$ cat config.mk
export PLATFORM = sky130hd
export DESIGN_NAME = i2c_master_random_read_page_write
export DESIGN_NICKNAME = d
export VERILOG_FILES = /design/src/hdl/i2cm_pkg.sv /design/src/hdl/i2cm_csr.sv /design/src/hdl/i2cm_seq.sv /design/src/hdl/i2c_master_random_read_page_write.sv
export SDC_FILE = /design/constraint.sdc
export NUM_CORES = 1
export LEC_CHECK = 0
export BUFFER_PORTS_ARGS = -buffer_cell sky130_fd_sc_hd__buf_2
export CAP_MARGIN = 0
export CORE_MARGIN = 3
export CORE_UTILIZATION = 61
export DETAILED_ROUTE_END_ITERATION = 6
export PLACE_DENSITY = 0.82
export SYNTH_ARGS = -nofsm -noshare
export SYNTH_HDL_FRONTEND = slang
export SYNTH_SLANG_ARGS = --single-unit
$ cat constraint.sdc
create_clock -name clock -period 10 [get_ports clock]
set_input_delay 1 -clock clock [delete_from_list [all_inputs] [get_ports clock]]
set_output_delay 1 -clock clock [all_outputs]
set_load 0.02 [all_outputs]
$ cat src/hdl/i2cm_pkg.sv
// Shared types and codes for the I2C EEPROM master sequencer.
package i2cm_pkg;

   localparam logic [1:0] CMD_TICK        = 2'd0;
   localparam logic [1:0] CMD_START_READ  = 2'd1;
   localparam logic [1:0] CMD_START_WRITE = 2'd2;
   localparam logic [1:0] CMD_NEXT_BYTE   = 2'd3;

   localparam logic CSR_DEVICE_ADDRESS = 1'b0;
   localparam logic CSR_PHASE_TICKS    = 1'b1;

   localparam logic [6:0]  DEVICE_ADDRESS_RESET = 7'd81;
   localparam logic [15:0] PHASE_TICKS_RESET    = 16'd125;

   localparam logic RW_WRITE = 1'b0;
   localparam logic RW_READ  = 1'b1;

   typedef enum logic [4:0] {
      SEQ_IDLE    = 5'd0,
      SEQ_START   = 5'd1,
      SEQ_DEVW    = 5'd2,
      SEQ_MEMA    = 5'd3,
      SEQ_RESTART = 5'd4,
      SEQ_DEVR    = 5'd5,
      SEQ_READ    = 5'd6,
      SEQ_WAIT    = 5'd7,
      SEQ_WDATA   = 5'd8,
      SEQ_STOP    = 5'd9
   } seq_state_type;

   typedef struct packed {
      logic [1:0] command;
      logic [7:0] mem_address;
      logic [7:0] byte_count;
      logic [7:0] write_data;
      logic       sda_in;
   } req_type;

   typedef struct packed {
      logic       scl_level;
      logic       sda_released;
      logic [7:0] rx_byte;
      logic       read_valid;
      logic       data_request;
      logic       done_res;
      logic       nacked;
      logic       busy_res;
   } rsp_type;

   typedef struct packed {
      logic [6:0]  device_address;
      logic [15:0] phase_ticks;
   } cfg_type;

endpackage

$ cat src/hdl/i2cm_csr.sv
// Configuration registers: device address and quarter-slot length.
module i2cm_csr
   import i2cm_pkg::*;
(
   input  logic        clock,
   input  logic        reset,
   input  logic        csr_valid,
   output logic        csr_ready,
   input  logic        csr_index,
   input  logic [15:0] csr_data,
   output cfg_type     cfg
);

   logic [6:0]  device_address_ff;
   logic [15:0] phase_ticks_ff;

   assign csr_ready = 1'b1;

   always_ff @(posedge clock) begin
      if (reset) begin
         device_address_ff <= DEVICE_ADDRESS_RESET;
         phase_ticks_ff    <= PHASE_TICKS_RESET;
      end else if (csr_valid) begin
         unique case (csr_index)
            CSR_DEVICE_ADDRESS: device_address_ff <= csr_data[6:0];
            CSR_PHASE_TICKS:    phase_ticks_ff    <= csr_data;
            default:            ;
         endcase
      end
   end

   assign cfg.device_address = device_address_ff;
   assign cfg.phase_ticks    = phase_ticks_ff;

endmodule

$ cat src/hdl/i2cm_seq.sv
// Bus sequencer: state registers, one-step next-state logic and pin drive.
module i2cm_seq
   import i2cm_pkg::*;
(
   input  logic    clock,
   input  logic    reset,
   input  logic    advance,
   input  req_type item,
   input  cfg_type cfg,
   output rsp_type result
);

   seq_state_type state_ff, state_in;
   logic [1:0]    phase_ff, phase_in;
   logic [15:0]   tick_ff, tick_in;
   logic [3:0]    bit_ff, bit_in;
   logic [7:0]    shift_ff, shift_in;
   logic [7:0]    left_ff, left_in;
   logic [7:0]    held_addr_ff, held_addr_in;
   logic          read_mode_ff, read_mode_in;
   logic          nack_ff, nack_in;

   logic          rvalid;
   logic [7:0]    rbyte;
   logic          done;
   logic          scl;
   logic          sda;

   // next state
   always_comb begin
      logic [16:0] count;
      logic [16:0] len;
      logic [7:0]  sh;
      logic [7:0]  left_dec;
      state_in     = state_ff;
      phase_in     = phase_ff;
      tick_in      = tick_ff;
      bit_in       = bit_ff;
      shift_in     = shift_ff;
      left_in      = left_ff;
      held_addr_in = held_addr_ff;
      read_mode_in = read_mode_ff;
      nack_in      = nack_ff;
      rvalid       = 1'b0;
      rbyte        = 8'd0;
      done         = 1'b0;
      count        = {1'b0, tick_ff} + 17'd1;
      len          = (cfg.phase_ticks == 16'd0) ? 17'd1 : {1'b0, cfg.phase_ticks};
      sh           = shift_ff;
      left_dec     = left_ff - 8'd1;
      if (advance) begin
         priority if ((item.command == CMD_START_READ || item.command == CMD_START_WRITE)
                      && state_ff == SEQ_IDLE) begin
            read_mode_in = (item.command == CMD_START_READ);
            held_addr_in = item.mem_address;
            left_in      = (item.command == CMD_START_READ && item.byte_count == 8'd0)
                           ? 8'd1 : item.byte_count;
            nack_in      = 1'b0;
            state_in     = SEQ_START;
            shift_in     = 8'd0;
            bit_in       = 4'd0;
            phase_in     = 2'd0;
            tick_in      = 16'd0;
         end else if (item.command == CMD_NEXT_BYTE && state_ff == SEQ_WAIT) begin
            state_in = SEQ_WDATA;
            shift_in = item.write_data;
            bit_in   = 4'd0;
            phase_in = 2'd0;
            tick_in  = 16'd0;
         end else if (state_ff != SEQ_IDLE && state_ff != SEQ_WAIT) begin
            if (count < len) begin
               tick_in = count[15:0];
            end else begin
               tick_in = 16'd0;
               // sample data line at end of q2
               if (phase_ff == 2'd2) begin
                  if (state_ff == SEQ_READ) begin
                     if (bit_ff < 4'd8) sh = {shift_ff[6:0], item.sda_in};
                  end else if (bit_ff == 4'd8) begin
                     sh = {7'd0, item.sda_in};
                  end
               end
               shift_in = sh;
               if (phase_ff != 2'd3) begin
                  phase_in = phase_ff + 2'd1;
               end else begin
                  phase_in = 2'd0;
                  unique case (state_ff)
                     SEQ_START: begin
                        state_in = SEQ_DEVW;
                        shift_in = {cfg.device_address, RW_WRITE};
                        bit_in   = 4'd0;
                     end
                     SEQ_RESTART: begin
                        state_in = SEQ_DEVR;
                        shift_in = {cfg.device_address, RW_READ};
                        bit_in   = 4'd0;
                     end
                     SEQ_DEVW, SEQ_MEMA, SEQ_DEVR, SEQ_WDATA: begin
                        if (bit_ff < 4'd8) begin
                           shift_in = {sh[6:0], 1'b0};
                           bit_in   = bit_ff + 4'd1;
                        end else begin
                           shift_in = 8'd0;
                           bit_in   = 4'd0;
                           priority if (sh[0]) begin
                              nack_in  = 1'b1;
                              state_in = SEQ_STOP;
                           end else if (state_ff == SEQ_DEVW) begin
                              state_in = SEQ_MEMA;
                              shift_in = held_addr_ff;
                           end else if (state_ff == SEQ_MEMA) begin
                              priority if (read_mode_ff)      state_in = SEQ_RESTART;
                              else if (left_ff == 8'd0)       state_in = SEQ_STOP;
                              else                            state_in = SEQ_WAIT;
                           end else if (state_ff == SEQ_DEVR) begin
                              state_in = SEQ_READ;
                           end else begin
                              left_in  = left_dec;
                              state_in = (left_dec == 8'd0) ? SEQ_STOP : SEQ_WAIT;
                           end
                        end
                     end
                     SEQ_READ: begin
                        if (bit_ff < 4'd8) begin
                           if (bit_ff == 4'd7) begin
                              rvalid = 1'b1;
                              rbyte  = sh;
                           end
                           bit_in = bit_ff + 4'd1;
                        end else begin
                           if (left_ff != 8'd0) left_in = left_dec;
                           // last byte when count was one or zero
                           state_in = (left_ff <= 8'd1) ? SEQ_STOP : SEQ_READ;
                           shift_in = 8'd0;
                           bit_in   = 4'd0;
                        end
                     end
                     SEQ_STOP: begin
                        state_in = SEQ_IDLE;
                        shift_in = 8'd0;
                        bit_in   = 4'd0;
                        done     = 1'b1;
                     end
                     default: begin
                        state_in = SEQ_IDLE;
                        shift_in = 8'd0;
                        bit_in   = 4'd0;
                     end
                  endcase
               end
            end
         end else begin
            // idle, or waiting for data without it: the beat changes nothing
         end
      end
   end

   // pin drive from the updated state
   always_comb begin
      scl = 1'b1;
      sda = 1'b1;
      unique case (state_in)
         SEQ_START, SEQ_RESTART: begin
            scl = (phase_in == 2'd1 || phase_in == 2'd2);
            sda = (phase_in < 2'd2);
         end
         SEQ_STOP: begin
            scl = (phase_in != 2'd0);
            sda = phase_in[1];
         end
         SEQ_DEVW, SEQ_MEMA, SEQ_DEVR, SEQ_WDATA: begin
            scl = phase_in[1];
            sda = (bit_in < 4'd8) ? shift_in[7] : 1'b1;
         end
         SEQ_READ: begin
            scl = phase_in[1];
            sda = (bit_in < 4'd8) ? 1'b1 : !(left_in > 8'd1);
         end
         SEQ_WAIT: begin
            scl = 1'b0;
            sda = 1'b1;
         end
         default: begin
            scl = 1'b1;
            sda = 1'b1;
         end
      endcase
   end

   always_ff @(posedge clock) begin
      if (reset) begin
         state_ff     <= SEQ_IDLE;
         phase_ff     <= 2'd0;
         tick_ff      <= 16'd0;
         bit_ff       <= 4'd0;
         shift_ff     <= 8'd0;
         left_ff      <= 8'd0;
         held_addr_ff <= 8'd0;
         read_mode_ff <= 1'b0;
         nack_ff      <= 1'b0;
      end else begin
         state_ff     <= state_in;
         phase_ff     <= phase_in;
         tick_ff      <= tick_in;
         bit_ff       <= bit_in;
         shift_ff     <= shift_in;
         left_ff      <= left_in;
         held_addr_ff <= held_addr_in;
         read_mode_ff <= read_mode_in;
         nack_ff      <= nack_in;
      end
   end

   assign result.scl_level    = scl;
   assign result.sda_released = sda;
   assign result.rx_byte      = rbyte;
   assign result.read_valid   = rvalid;
   assign result.data_request = (state_in == SEQ_WAIT);
   assign result.done_res     = done;
   assign result.nacked       = nack_in;
   assign result.busy_res     = (state_in != SEQ_IDLE);

endmodule

$ cat src/hdl/i2c_master_random_read_page_write.sv
// Top level of the I2C EEPROM master: input stage, sequencer, result register.
//
//   channel   dir   beat            handshake
//   req_      in    req_type        req_valid / req_ready
//   rsp_      out   rsp_type        rsp_valid / rsp_ready
//   csr_      in    index + data    csr_valid / csr_ready (always ready)
//
// One result beat per request beat. A request is registered in the input
// register and is worked into the sequencer and the result register as the
// result slot frees up, at one beat per cycle while rsp_ready stays high.
// Throughput is set only by the result register draining: while rsp_ready
// is low the input register holds one beat and req_ready drops.
// Reset is synchronous; it empties both stages and returns the bus to idle.
module i2c_master_random_read_page_write
   import i2cm_pkg::*;
(
   input  logic        clock,
   input  logic        reset,
   input  logic        req_valid,
   output logic        req_ready,
   input  req_type     req_data,
   output logic        rsp_valid,
   input  logic        rsp_ready,
   output rsp_type     rsp_data,
   input  logic        csr_valid,
   output logic        csr_ready,
   input  logic        csr_index,
   input  logic [15:0] csr_data
);

   cfg_type cfg;
   rsp_type result;

   // input stage
   logic    in_valid_ff, in_valid_in;
   req_type in_ff;
   // result stage
   logic    rsp_valid_ff, rsp_valid_in;
   rsp_type rsp_ff;

   logic    advance;

   // the sequencer steps when an item waits and the result slot frees up
   assign advance   = in_valid_ff && (!rsp_valid_ff || rsp_ready);
   assign req_ready = !in_valid_ff || advance;

   assign in_valid_in  = (req_valid && req_ready) || (in_valid_ff && !advance);
   assign rsp_valid_in = advance || (rsp_valid_ff && !rsp_ready);

   i2cm_csr u_csr (
      .clock     (clock),
      .reset     (reset),
      .csr_valid (csr_valid),
      .csr_ready (csr_ready),
      .csr_index (csr_index),
      .csr_data  (csr_data),
      .cfg       (cfg)
   );

   i2cm_seq u_seq (
      .clock   (clock),
      .reset   (reset),
      .advance (advance),
      .item    (in_ff),
      .cfg     (cfg),
      .result  (result)
   );

   always_ff @(posedge clock) begin
      if (reset) begin
         in_valid_ff  <= 1'b0;
         rsp_valid_ff <= 1'b0;
      end else begin
         in_valid_ff  <= in_valid_in;
         rsp_valid_ff <= rsp_valid_in;
      end
   end

   // payload registers, no reset
   always_ff @(posedge clock) begin
      if (req_valid && req_ready) in_ff <= req_data;
      if (advance) rsp_ff <= result;
   end

   assign rsp_valid = rsp_valid_ff;
   assign rsp_data  = rsp_ff;

   // a stepped beat always lands in the result register
   a_step_lands: assert property (@(posedge clock) disable iff (reset)
      advance |=> rsp_valid)
      else $error("stepped beat not presented");

   // a held input beat is never dropped
   a_input_kept: assert property (@(posedge clock) disable iff (reset)
      (in_valid_ff && !advance) |=> in_valid_ff)
      else $error("input beat lost");

   // a new beat enters a full input stage only as the old one moves on
   a_no_overwrite: assert property (@(posedge clock) disable iff (reset)
      (req_valid && req_ready && in_valid_ff) |-> advance)
      else $error("input stage overwritten");

   // stop completion leaves the bus idle with both lines high
   a_done_idle: assert property (@(posedge clock) disable iff (reset)
      (advance && result.done_res) |=>
      (!rsp_data.busy_res && rsp_data.scl_level && rsp_data.sda_released))
      else $error("stop completed but bus not idle");

endmodule

# After elaboration in Yosys (flattened, before gate mapping)
# Index checks and enable logic that the tools add are counted.
[word_totals]
ff_bits = 120
inputBits = 49
wordCells = 199
[op_classes]
add_sub_neg = 4
order_cmp = 6
eq_ne = 29
muxes = 86
n_bitwise = 5
n_reduce_logical = 42
[ops]
columns = ["op", "n"]
rows = [
  ["$mux 8", 33],
  ["$mux 16", 5],
  ["$mux 5", 13],
  ["$mux 4", 11],
  ["$eq 5x3->1 const B", 8],
  ["$pmux 8 s4", 1],
  ["$logic_not 8->1", 3],
  ["$eq 5x2->1 const B", 4],
  ["$eq 5x4->1 const B", 4],
  ["$pmux 5 s4", 1],
  ["$add 16x1->17 const B", 1],
  ["$lt 17x17->1", 1],
  ["$logic_not 16->1", 1],
  ["$pmux 8 s2", 1],
  ["$reduce_or 5->1", 3],
  ["$mux 1", 13],
  ["$mux 2", 6],
  ["$eq 5x1->1 const B", 2],
  ["$reduce_bool 5->1", 2],
  ["$eq 2x2->1 const B", 4],
  ["$gt 8x1->1 const B", 1],
  ["$le 8x1->1 const B", 1],
  ["$logic_and 1x1->1", 8],
  ["$lt 4x4->1 const B", 2],
  ["24 further kinds", 43],
]

# Logic depth before layout (Yosys ltp)
[logic_depth]
depth_word = 22
depth_mapped = 21
mapped_depth_nobuf = 20

# By module
# A second synthesis with hierarchy kept.
[unflattened]
hier_cells = 805
hier_area_um2 = 7145.6
[by_module_without_submodules]
columns = ["module", "n_inst", "cells_per_inst", "area_per_inst_um2", "seq_area_each_um2"]
rows = [
  ["i2cm_seq", 1, 653, 4752.1, 1061.0],
  ["i2c_master_random_read_page_write", 1, 52, 1365.1, 1301.2],
  ["i2cm_csr", 1, 100, 1028.5, 460.4],
]

# Worst setup path before layout
# OpenSTA, ideal clock, no wires.
[synth_path]
path_type = "flip-flop to flip-flop"
startpoint = "register u_seq.tick_ff[2]"
endpoint = "register rsp_ff, in the netlist rsp_data[13], data pin"
setup_ns = 0.272
arrival_time_ns = 4.443
t_required_ns = 9.728
setup_slack_ns = 5.285
path_stages_with_launch = 20
cell_sequence = "dfxtp_1 > nand3_1 > nor2_1 > nand3_1 > nor2_1 > and3_1 > and3_1 > nand3_1 > xnor2_1 > ha_1 > a21oi_1 > o21ai_2 > o311ai_1 > a21oi_1 > or2_2 > nand2_1 > buf_4 > o22ai_1 > a211oi_1 > or4b_1"
[synth_rtl]
columns = ["element", "line_no", "rtl"]
rows = [
  ["start: declaration", "i2cm_seq.sv:15", "logic [15:0] tick_ff, tick_in;"],
  ["start signal: assignment", "i2cm_seq.sv:205", "tick_ff <= tick_in;"],
  ["end signal: assignment", "i2c_master_random_read_page_write.sv:82", "if (advance) rsp_ff <= result;"],
  ["end: declaration", "i2c_master_random_read_page_write.sv:39", "rsp_type rsp_ff;"],
]

==> run metrics <==
H-Tree Depth=4; WS Path Type=reg2reg; Max Transition Viols Final=0; Final GP Congestion=1.00; Final Hold Fails=0; # fillers=835; Worst Hold End=u_seq.held_addr_ff[2]$_SDFFE_PP0P_; Syn Inst Count=843; nets@finish=962; CORE AREA=11000 µm²; Hold Startpoint=u_seq.held_addr_ff[2]$_SDFFE_PP0P_; Synth area leaders=dfxtp_1 (22%), edfxtp_1 (18%), nand2_1 (7.0%), a21oi_1 (5.1%), ha_1 (4.6%); setup tns final=0 ns; CP Depth=18; Worst slew margin=0.214; most frequent cells in the layout=nand2_1 (131), dfxtp_1 (78), a21oi_1 (72), nor2_1 (69), buf_2 (65); commonest non-fill, non-tap cell in the layout=nand2_1; #FFs+latches synth=120; share of layout cells above drive strength 1=0.136; initial antenna violation count=0; Cell variety after synth=79; router iterations before antenna repair=5; port buffer count=65; Overall Global Routing Usage=0.318; Die Ht=113 µm; grt ovf=0; top-area cell type share of the netlist area=0.223; worst skew pair latency=0.43 ns; Post-synth EDFFs=42; fraction of registers with async set or reset after synthesis=0; area leader, netlist=dfxtp_1; Simple-Gate Fraction of Synth Area=0.246; # rows=38; Worst R2R End=rsp_data[13]$_DFFE_PP_; Setup Skew=0.00866 ns; Final Total Pwr=0.00125 W; RR Startpoint=u_seq.tick_ff[2]$_SDFFE_PP0P_; largest family of logic cells by synthesized area=simple AND/OR/NAND/NOR gates; status=complete, no violations; endpoints failing setup=0; Main synth FF type=dfxtp_1; crit-path max cell delay=1.00 ns; sequential fraction of the synthesis area=0.403; antenna violation net count after detailed routing=0; R2R setup slack=3.83 ns; CP Launch Type=flop; CP max-delay cell=o311ai_1; Worst Path Max Fanout=12; # Max-Cap Violations=0; Worst Hold Slack=0.472 ns; clock root buffer=clkbuf_16; DRC viols=0; Reg2Reg Depth=18; unrepaired setup endpoints after global routing=no; final period utilization=0.617; CP top delay family=compound AO/OA/AOI/OAI gates; Starting Density=0.635; Post-CTS Setup Repair Bufs=0; DRT iter0 DRCs=957; I/O pin cnt=67; adder and majority gate portion of the synthesized area=0.0464; Clk pin slew, worst setup/hold paths=0.06 ns; Synth Area in Compound Gates=0.230; CTS tree=yes; required time of the critical path=10.16 ns; Worst Max-Slew Pin Slew=1.16 ns; antenna cells=0; Max rail drop VDD=0.221 mV; fmax=162 MHz; mux share of post-synthesis cell area=0.00429; area grow syn2layout=13.2%; vias in the first global route=6647; Syn Nets=918; Post-Synthesis Cell Area=7000 µm²; WP data arrival=6.33 ns; via/cell ratio=6.54; # hold bufs at CTS=0; CTS Buf Count=17; YS warnings=0; Routed WL per cell=19.2 µm; Critical Path Sink Type=flop; Layout Cells excl Fill=1040; fin crit period=6.17 ns; vias=6798; chip width=113 µm; CTS sink count=120; detailed placer's ending HPWL=14.3 mm; largest net degree at the start of global routing=73; Pwr Density=157 nW/µm²; die area=12800 µm²; CP Buf/Inv Count=0; global-route wire length before repair=32.6 mm; leakage power=2.98 nW; XOR/XNOR share of the synthesized area=0.0238; Min-Delay Path Class=reg2reg; Mean Syn Cell Area=8.31 µm²; Finished Cell Area=7930 µm²; Clock Tree Buf Depth=2; total routed wirelength=20.0 mm; Resize count post-CTS=0; worst hold stages=2; Post-DP Area=7360 µm²; # placed instances=1008; critical path, cell by cell=nand3_1 > nor2_1 > nand3_1 > nor2_1 > and3_1 > and3_1 > nand3_1 > xnor2_1 > ha_1 > a21oi_1 > o21ai_2 > o311ai_1 > a21oi_1 > o211ai_1 > nor3_1 > a31oi_1 > a21oi_1 > or4b_1
-- cell usage after synthesis (4+ instances only) --
master    number
nand4_1       12
a31oi_1        7
o211a_1        4
ha_1          26
a211oi_1       8
a22oi_1       14
nand3_1       29
nor3b_1        5
o21ai_0       49
inv_1         31
o21ai_1        5
nand2_1      131
and3_1        12
dfxtp_1       78
xor2_1         9
a211o_1        6
nor3_1        15
a21oi_1       72
nor2_1        69
nand2b_1       6
o211ai_1       7
and2_1         6
clkbuf_1      34
nor4_1        11
a21o_1         4
or3_1         10
o22ai_1        7
xnor2_1       10
buf_2         10
nor2b_1       13
edfxtp_1      42
nand3b_1      18
a32oi_1        6
-- sequential cells by signal (all words and copies together) (netlist names), 2 cells and up --
| name | flops |
|---|---|
| u_csr.phase_ticks_ff | 16 |
| in_ff | 27 |
| u_seq.left_ff | 8 |
| u_seq.phase_ff | 2 |
| u_seq.held_addr_ff | 8 |
| u_seq.bit_ff | 4 |
| u_seq.tick_ff | 16 |
| u_seq.shift_ff | 8 |
| rsp_data | 15 |
| u_csr.device_address_ff | 7 |
| u_seq.state_ff | 5 |
-- power by group --
| part | leakage (nW) | switching, W | total, W | internal, W |
|---|---|---|---|---|
| clock | 0.271 | 0.000242 | 0.000589 | 0.000347 |
| sequential | 1.03 | 0.0000150 | 0.000540 | 0.000525 |
| combinational | 1.68 | 0.0000743 | 0.000116 | 0.0000413 |
-- per-stage QoR --
step | utilization | worst slack, ns
2_1_floorplan | - | 5.29
3_3_place_gp | 0.667 | 4.50
3_5_place_dp | 0.667 | 4.07
4_1_cts | 0.719 | 4.01
5_1_grt | 0.719 | 3.41
6_report | 0.719 | 3.83
-- worst min-delay path, delay by kind of cell (launching register included) --
family,cells,cell delay [ns]
compound gates,1,0.06
flops,1,0.31
simple gates,1,0.05
-- cell families after synthesis --
group | after synthesis
adder cells (fa/ha/maj) | 26
buffers and inverters | 81
other | 1
flip-flops | 120
multiplexers | 3
AND/OR/NAND/NOR | 352
XOR/XNOR | 19
AO/OA/AOI/OAI | 241
-- layout make-up --
type / instances / area (µm²) / share of cell area
tap: 140 / 175 / 0.0221
multi-input combinational: 642 / 3850 / 0.486
sequential: 120 / 2820 / 0.356
timing repair buffer: 73 / 385 / 0.0486
inverter: 33 / 124 / 0.0156
clock inverter: 14 / 139 / 0.0175
clock buffer: 18 / 429 / 0.0541
-- worst max path at each step --
stage                                   from                     end  slack [ns]
4_1_cts        u_seq.tick_ff[2]$_SDFFE_PP0P_  rsp_data[13]$_DFFE_PP_        4.01
5_1_grt        u_seq.tick_ff[2]$_SDFFE_PP0P_  rsp_data[13]$_DFFE_PP_        3.41
6_report       u_seq.tick_ff[2]$_SDFFE_PP0P_  rsp_data[13]$_DFFE_PP_        3.83
2_1_floorplan  u_seq.tick_ff[2]$_SDFFE_PP0P_  rsp_data[13]$_DFFE_PP_        5.29
3_3_place_gp   u_seq.tick_ff[2]$_SDFFE_PP0P_  rsp_data[13]$_DFFE_PP_        4.50
3_5_place_dp   u_seq.tick_ff[2]$_SDFFE_PP0P_  rsp_data[13]$_DFFE_PP_        4.07
-- metal layers --
layer / up-vias / GRT usage / part of all wire
li1: 3183 / - / -
met1: 3193 / 0.397 / 0.41
met2: 358 / 0.527 / 0.48
met3: 64 / 0.0775 / 0.082
met4: 0 / 0.134 / 0.030
met5: - / 0 / 0
(Power assumes the default switching activity.)
